--- src/sv/spq_pkg.sv ---
// shared types and constants for the sorted priority queue
package spq_pkg;

  localparam int DEPTH_DEFAULT = 16;

  localparam logic KIND_INSERT = 1'b0;
  localparam logic KIND_REMOVE = 1'b1;

  localparam logic [1:0] STATUS_INSERTED    = 2'd0;
  localparam logic [1:0] STATUS_REMOVED     = 2'd1;
  localparam logic [1:0] STATUS_EMPTY       = 2'd2;
  localparam logic [1:0] STATUS_FULL_REFUSE = 2'd3;

  typedef struct packed {
    logic               kind;
    logic signed [31:0] data_in;
    logic        [15:0] priority_in;
  } command_t;

  typedef struct packed {
    logic signed [31:0] data_out;
    logic        [15:0] priority_out;
    logic        [1:0]  status;
    logic        [4:0]  occupancy;
  } result_t;

  typedef struct packed {
    logic signed [31:0] data;
    logic        [15:0] rank;
  } entry_t;

  typedef struct packed {
    logic   ins;
    logic   rem;
    entry_t fresh;
  } cell_ctrl_t;

endpackage

--- src/sv/sorted_priority_queue_core.sv ---
// top level of the sorted priority queue built from a chain of cells
//
//   channel   signals                    transfer when
//   command   start, busy, command       start high and busy low
//   result    done, result               done high (one cycle, no stall)
//
// the result of each command appears on the next cycle
// all cells update in parallel from their neighbors, so busy stays low
// rst clears the entry count and done; cell contents are left as they are
// the receiver cannot stall, each result is shown for exactly one cycle
module sorted_priority_queue_core #(
  parameter int DEPTH = spq_pkg::DEPTH_DEFAULT
) (
  input  logic              clk,
  input  logic              rst,
  input  logic              start,
  output logic              busy,
  input  spq_pkg::command_t command,
  output logic              done,
  output spq_pkg::result_t  result
);

  localparam int CW = $clog2(DEPTH + 1);

  logic [CW-1:0]       count;
  logic [CW-1:0]       count_next;
  logic                take;
  logic                full;
  logic                empty;
  spq_pkg::cell_ctrl_t ctrl;
  spq_pkg::result_t    result_next;
  logic [31:0]         count_wide;

  spq_pkg::entry_t cells [DEPTH];
  logic            gts   [DEPTH];

  assign busy  = 1'b0;
  assign take  = start && !busy;
  assign full  = count == CW'(DEPTH);
  assign empty = count == '0;

  assign ctrl = '{
    ins:   take && (command.kind == spq_pkg::KIND_INSERT) && !full,
    rem:   take && (command.kind == spq_pkg::KIND_REMOVE) && !empty,
    fresh: '{data: command.data_in, rank: command.priority_in}
  };

  genvar i;
  generate
    for (i = 0; i < DEPTH; i++) begin : g_cell
      spq_pkg::entry_t left_e;
      spq_pkg::entry_t right_e;
      logic            left_g;
      if (i == 0) begin : g_first
        assign left_e = '0;
        assign left_g = 1'b0;
      end else begin : g_mid
        assign left_e = cells[i-1];
        assign left_g = gts[i-1];
      end
      if (i == DEPTH - 1) begin : g_last
        assign right_e = cells[i];
      end else begin : g_inner
        assign right_e = cells[i+1];
      end
      spq_cell #(
        .CW    (CW),
        .INDEX (i)
      ) u_cell (
        .clk     (clk),
        .ctrl    (ctrl),
        .count   (count),
        .left    (left_e),
        .left_gt (left_g),
        .right   (right_e),
        .gt      (gts[i]),
        .entry   (cells[i])
      );
    end
  endgenerate

  always_comb begin
    count_next = count;
    if (ctrl.ins) begin
      count_next = count + CW'(1);
    end else if (ctrl.rem) begin
      count_next = count - CW'(1);
    end
  end

  assign count_wide = 32'(count_next);

  always_comb begin
    result_next.data_out     = '0;
    result_next.priority_out = '0;
    result_next.occupancy    = count_wide[4:0];
    if (command.kind == spq_pkg::KIND_INSERT) begin
      result_next.status = full ? spq_pkg::STATUS_FULL_REFUSE : spq_pkg::STATUS_INSERTED;
    end else if (empty) begin
      result_next.status = spq_pkg::STATUS_EMPTY;
    end else begin
      result_next.status       = spq_pkg::STATUS_REMOVED;
      result_next.data_out     = cells[0].data;
      result_next.priority_out = cells[0].rank;
    end
  end

  always_ff @(posedge clk) begin
    if (rst) begin
      count <= '0;
      done  <= 1'b0;
    end else begin
      count <= count_next;
      done  <= take;
    end
  end

  always_ff @(posedge clk) begin
    if (take) begin
      result <= result_next;
    end
  end

endmodule

--- src/sv/spq_cell.sv ---
// one storage cell of the sorted priority queue chain
module spq_cell #(
  parameter int CW    = 5,
  parameter int INDEX = 0
) (
  input  logic              clk,
  input  spq_pkg::cell_ctrl_t ctrl,
  input  logic [CW-1:0]     count,
  input  spq_pkg::entry_t   left,
  input  logic              left_gt,
  input  spq_pkg::entry_t   right,
  output logic              gt,
  output spq_pkg::entry_t   entry
);

  logic            valid;
  spq_pkg::entry_t entry_next;

  assign valid = CW'(INDEX) < count;
  assign gt    = (valid && (entry.rank > ctrl.fresh.rank)) || (count == CW'(INDEX));

  always_comb begin
    entry_next = entry;
    if (ctrl.ins && gt) begin
      entry_next = left_gt ? left : ctrl.fresh;
    end else if (ctrl.rem) begin
      entry_next = right;
    end
  end

  always_ff @(posedge clk) begin
    entry <= entry_next;
  end

endmodule

--- config.mk ---
export PLATFORM = sky130hd
export DESIGN_NAME = sorted_priority_queue_core
export DESIGN_NICKNAME = d
export VERILOG_FILES = /design/src/sv/spq_pkg.sv /design/src/sv/sorted_priority_queue_core.sv /design/src/sv/spq_cell.sv
export SDC_FILE = /design/constraint.sdc
export NUM_CORES = 2
export LEC_CHECK = 0
export ABC_AREA = 1
export BUFFER_PORTS_ARGS = -buffer_cell sky130_fd_sc_hd__buf_4
export CAP_MARGIN = 20
export CORE_UTILIZATION = 50
export DETAILED_ROUTE_END_ITERATION = 12
export PLACE_DENSITY_LB_ADDON = 0.25
export SETUP_SLACK_MARGIN = 0.4
export SLEW_MARGIN = 10
export SYNTH_ARGS = -nofsm -noshare
export SYNTH_HDL_FRONTEND = slang
export SYNTH_SLANG_ARGS = --single-unit
--- constraint.sdc ---
create_clock -name clk -period 5.3 [get_ports clk]
set_input_delay 0.53 -clock clk [delete_from_list [all_inputs] [get_ports clk]]
set_output_delay 0.53 -clock clk [all_outputs]
set_load 0.02 [all_outputs]
==> results.md <==
- The routed via count is around 45,000.
- Counting I/O delays and the setup requirement, the final critical path takes about 3.9 ns.
- The per-instance average area after synthesis is about 7.6 sq um.
- The flow ran to the end, and the final reports show no timing, DRC or antenna violations.
- The initialized floorplan defines approximately 120 standard-cell rows.
- The synthesized design contains 829 register bits.
- The number of setup buffers added after CTS is 0.
- The critical path start-end classification is reg2reg.
- The fraction of registers with async set/reset is 0%.
- The die width is between 300 and 400 um.
- After Yosys synthesis, full adders, half adders and majority gates account for under 10% of the synthesized area.
- The first global-routing pass estimated approximately 250,000 um of wire.
- The clock transition at the registers of the reported paths is ~0.060 ns.
- The gate family responsible for the most delay along the worst path is buffers and inverters.
- The via count of the first global-routing pass came to 41,800.
- The capturing point of the worst reg2reg path is g_cell[11].u_cell.entry[17]$_DFFE_PP_.
- The number of enable flip-flop cells after synthesis is roughly 820.
- For this run, the slowest stage of the critical path takes 1.00 ns.
- The number of instances on the worst hold path is 2.
- The first element of the critical path is count[0]$_SDFF_PP0_.
- Yosys attributes the largest share of cell area to sky130_fd_sc_hd__edfxtp_1 48%, sky130_fd_sc_hd__nand2_1 28%, sky130_fd_sc_hd__nand3_1 6.9%, sky130_fd_sc_hd__ha_1 6.4%, sky130_fd_sc_hd__clkbuf_1 1.6%.
- The min-delay analysis places its worst path in the category in2reg.
- Summed over all nets, the half-perimeter wirelength after detailed placement is around 110,000 um.
- The effective utilization at floorplan is 50.7%.
- The power density normalized to cell area is between 300 and 400 nW/um^2.
- Synthesis instantiated 36 different standard cells from the library.
- The required time reported for the critical path endpoint is about 5.9 ns.
- The cell with the biggest individual delay on the critical path is sky130_fd_sc_hd__inv_2.
- In this run, placement finished with an instance count of approximately 7,800.
- The startpoint class of the critical path is a flip-flop.
- The tree built by TritonCTS fans out to 829 sinks.
- Excluding fillers, the count of instances in the completed layout stands at between 8,000 and 9,000.
- The max-slew violation count is 0.
- The port buffer count is ~110.
- The wire length reported by the detailed router is between 150,000 and 200,000 um.
- After filler insertion, the fill cell instance count of the layout stands at 9,288.
- TritonCTS built the clock tree.
- The maximum buffer depth of the clock tree is 3.
- The transition time at the pin with the least slew margin is ~1.1 ns.
- The portion of synthesized area spent on multiplexers is 0%.
- The Yosys step of the flow raised 0 warnings.
- Summed over all instances, the cell type with the most area after synthesis is sky130_fd_sc_hd__edfxtp_1.
- The summed negative setup slack over all endpoints is 0 ns.
- Counting cells, the worst reg-to-reg path comes to 11.
- Traced cell by cell, the critical path runs through inv_1 -> ha_1 -> inv_1 -> nor2_2 -> nand2_2 -> nand3_2 -> inv_4 -> nand2_4 -> inv_2 -> nand2_1 -> nand2_1.
- Of the cells placed in the final design, the portion with a size suffix greater than 1 is about 6%.
- The initial antenna violation count is 10.
- Of all nets on the critical path, the largest fanout is 50.
- The dominant combinational cell family by area after synthesis is simple AND/OR/NAND/NOR gates.
- The peak supply drop is roughly 0.00027 V.
- The clock arrives with ~0.019 ns of skew.
- Dividing the detail-routed via count by the number of cells gives about 5.6.
- For this design, the CTS-stage hold fixing added 0 buffers.
- Entering global routing, the biggest net connects 97 pins.
- Synthesis produced ~6,700 cells.
- The kind of end point of the critical path is a flip-flop.
- The last element of the critical path is g_cell[11].u_cell.entry[17]$_DFFE_PP_.
- The total die area is between 100,000 and 150,000 sq um.
- The simple-gate share of the synthesized area is between 30% and 40%.
- The number of iterations in the first detailed-routing pass is 9.
- The headroom to the max-slew limit is a little over a quarter.
- The proportion of netlist area held by the largest area contributor is approximately 48%.
- The final count of hold timing violations is 0.
- For this run, the leading register cell type out of synthesis is sky130_fd_sc_hd__edfxtp_1.
- The total overflow left after global routing is 0.
- At the end of routability-driven placement, the weighted congestion stood at 0.938.
- The worst hold margin is 0.0716 ns.
- From synthesis to final layout, the design area changed by 8.72%.
- The number of levels the H-tree was split into is 3.
- The number of primary I/O pins is ~110.
- Setup repair after global routing left no endpoint under its margin.
- The wire length per cell is roughly 21 um.
- The number of gates resized after CTS was 0.
- Data arrives at the worst endpoint at ~4.5 ns.
- The insertion delay of the later-clocked pin in the worst-skew pair is 0.68 ns.
- The remaining antenna violation count is 0.
- The register area share after synthesis is roughly half.
- The slack of the worst reg-to-reg path is ~1.4 ns.
- The final net count is 6,895.
- The core region is 101,000 sq um.
- The final number of setup-violating endpoints is 0.
- After Yosys synthesis, XOR and XNOR cells account for less than 1% of the synthesized area.
- After the first detailed-routing iteration, the DRC count stood at between 5,000 and 6,000.
- The logic depth of the worst setup path including buffers is 11.
- The worst path uses about three quarters of the clock period.
- The net count after synthesis is ~7,000.
- The number of clock buffers added by TritonCTS is just over 90.
- In this run the static leakage power is approximately 26 nW.
- Summing every instance area after synthesis gives between 50,000 and 60,000 sq um.
- Measured along the y axis, the die boundary spans between 300 and 400 um.
- The post-synthesis compound-gate area fraction is between 2 and 3%.
- The startpoint identified for the worst register-to-register timing path is count[0]$_SDFF_PP0_.
- The buffers plus inverters on the worst setup path is 4.
- The design draws between 20 and 25 mW.
- Global routing used about a third of the available tracks across all layers.
- The tool flagged a number of max-cap violations equal to 0.
- The tree is rooted in a sky130_fd_sc_hd__clkbuf_16.
- For this run, design rule violations remaining after detail routing come to 0.
- Based on the critical path, the design can be clocked at up to 256 MHz.
- The startpoint identified for the worst hold timing path is rst.
==> report_power, final <==
| part | switching [mW] | total [mW] | leakage (nW) | internal [mW] |
|---|---|---|---|---|
| registers | 0.567 | 9.04 | 7.65 | 8.47 |
| clock network | 2.81 | 6.54 | 1.47 | 3.73 |
| logic | 3.70 | 5.25 | 17.3 | 1.55 |
| total | 7.07 | 20.8 | 26.5 | 13.8 |
==> final cells by class <==
cell class	instances	area [sq um]	area share (%)
tap	1357	1700	3.06
clock buffer	108	2360	4.26
multi-input combinational	5222	23400	42.1
clock inverter	58	631	1.14
inverter	234	883	1.59
antenna	8	20.0	0.0361
timing repair buffer	204	1670	3.01
sequential	829	24800	44.8
==> worst min path at each step <==
stage                                                       end  slack [ns]
after global placement    g_cell[14].u_cell.entry[27]$_DFFE_PP_        0.50
after detailed placement  g_cell[14].u_cell.entry[24]$_DFFE_PP_        0.51
final                                       count[3]$_SDFF_PP0_        0.07
after CTS                                   count[4]$_SDFF_PP0_        0.04
after global routing                        count[4]$_SDFF_PP0_        0.09
after floorplan           g_cell[14].u_cell.entry[16]$_DFFE_PP_        0.49
==> cell usage after synthesis (2+ instances only) <==
| master | instances |
|---|---|
| sky130_fd_sc_hd__buf_1 | 20 |
| sky130_fd_sc_hd__inv_1 | 212 |
| sky130_fd_sc_hd__nand2_2 | 5 |
| sky130_fd_sc_hd__nand4_1 | 14 |
| sky130_fd_sc_hd__nor3b_1 | 3 |
| sky130_fd_sc_hd__nand3_1 | 700 |
| sky130_fd_sc_hd__a31oi_1 | 7 |
| sky130_fd_sc_hd__nand2_1 | 3830 |
| sky130_fd_sc_hd__nor3_1 | 4 |
| sky130_fd_sc_hd__inv_2 | 20 |
| sky130_fd_sc_hd__o21ai_0 | 107 |
| sky130_fd_sc_hd__nor2_1 | 137 |
| sky130_fd_sc_hd__clkbuf_1 | 223 |
| sky130_fd_sc_hd__o22ai_1 | 2 |
| sky130_fd_sc_hd__nand2_4 | 5 |
| sky130_fd_sc_hd__a21oi_1 | 108 |
| sky130_fd_sc_hd__dfxtp_1 | 6 |
| sky130_fd_sc_hd__inv_4 | 2 |
| sky130_fd_sc_hd__xor2_1 | 2 |
| sky130_fd_sc_hd__buf_4 | 52 |
| sky130_fd_sc_hd__edfxtp_1 | 823 |
| sky130_fd_sc_hd__buf_2 | 128 |
| sky130_fd_sc_hd__ha_1 | 261 |
| sky130_fd_sc_hd__a21o_1 | 14 |
| sky130_fd_sc_hd__buf_6 | 6 |
| sky130_fd_sc_hd__o21ai_1 | 14 |
| sky130_fd_sc_hd__o31ai_1 | 2 |
==> registers in the layout (all words and copies together) (netlist names) <==
signal	cells
count	5
done	1
g_cell.u_cell.entry	768
result	55
==> cell families after synthesis <==
logic type | count (synthesis)
AND/OR/NAND/NOR | 4703
flip-flops | 829
buffers and inverters | 665
adder cells (fa/ha/maj) | 261
AO/OA/AOI/OAI | 255
XOR/XNOR | 2
other | 1
==> metal layers <==
metal  global-route usage (%)  part of all wire, %  vias to the layer above
li1                         -                    -                    21500
met1                     44.2                   41                    20400
met2                     47.7                   43                     2675
met3                     7.67                   13                      375
met4                     12.2                  3.5                        4
met5                        0                0.019                        -
==> per-stage QoR <==
step                      setup slack (ns)  area, sq um  utilization, %
final                                 1.40        55500            55.1
after global placement                1.09        52400            52.1
after global routing                  1.23        55500            55.1
after detailed placement              1.07        52400            52.1
after CTS                             1.52        55400            55.1
after floorplan                      0.452        51000               -
==> cells in the final DEF (no fill, tap or decap), types with 92 or more instances in the layout <==
master	synthesis	final
sky130_fd_sc_hd__nor2_1	137	137
sky130_fd_sc_hd__edfxtp_1	823	823
sky130_fd_sc_hd__nand2_1	3830	3808
sky130_fd_sc_hd__nand3_1	700	696
sky130_fd_sc_hd__buf_4	52	193
sky130_fd_sc_hd__o21ai_0	107	107
sky130_fd_sc_hd__inv_1	212	212
sky130_fd_sc_hd__a21oi_1	108	106
sky130_fd_sc_hd__ha_1	261	261
sky130_fd_sc_hd__clkbuf_16	0	92
Power figures use the tool's default switching activity.
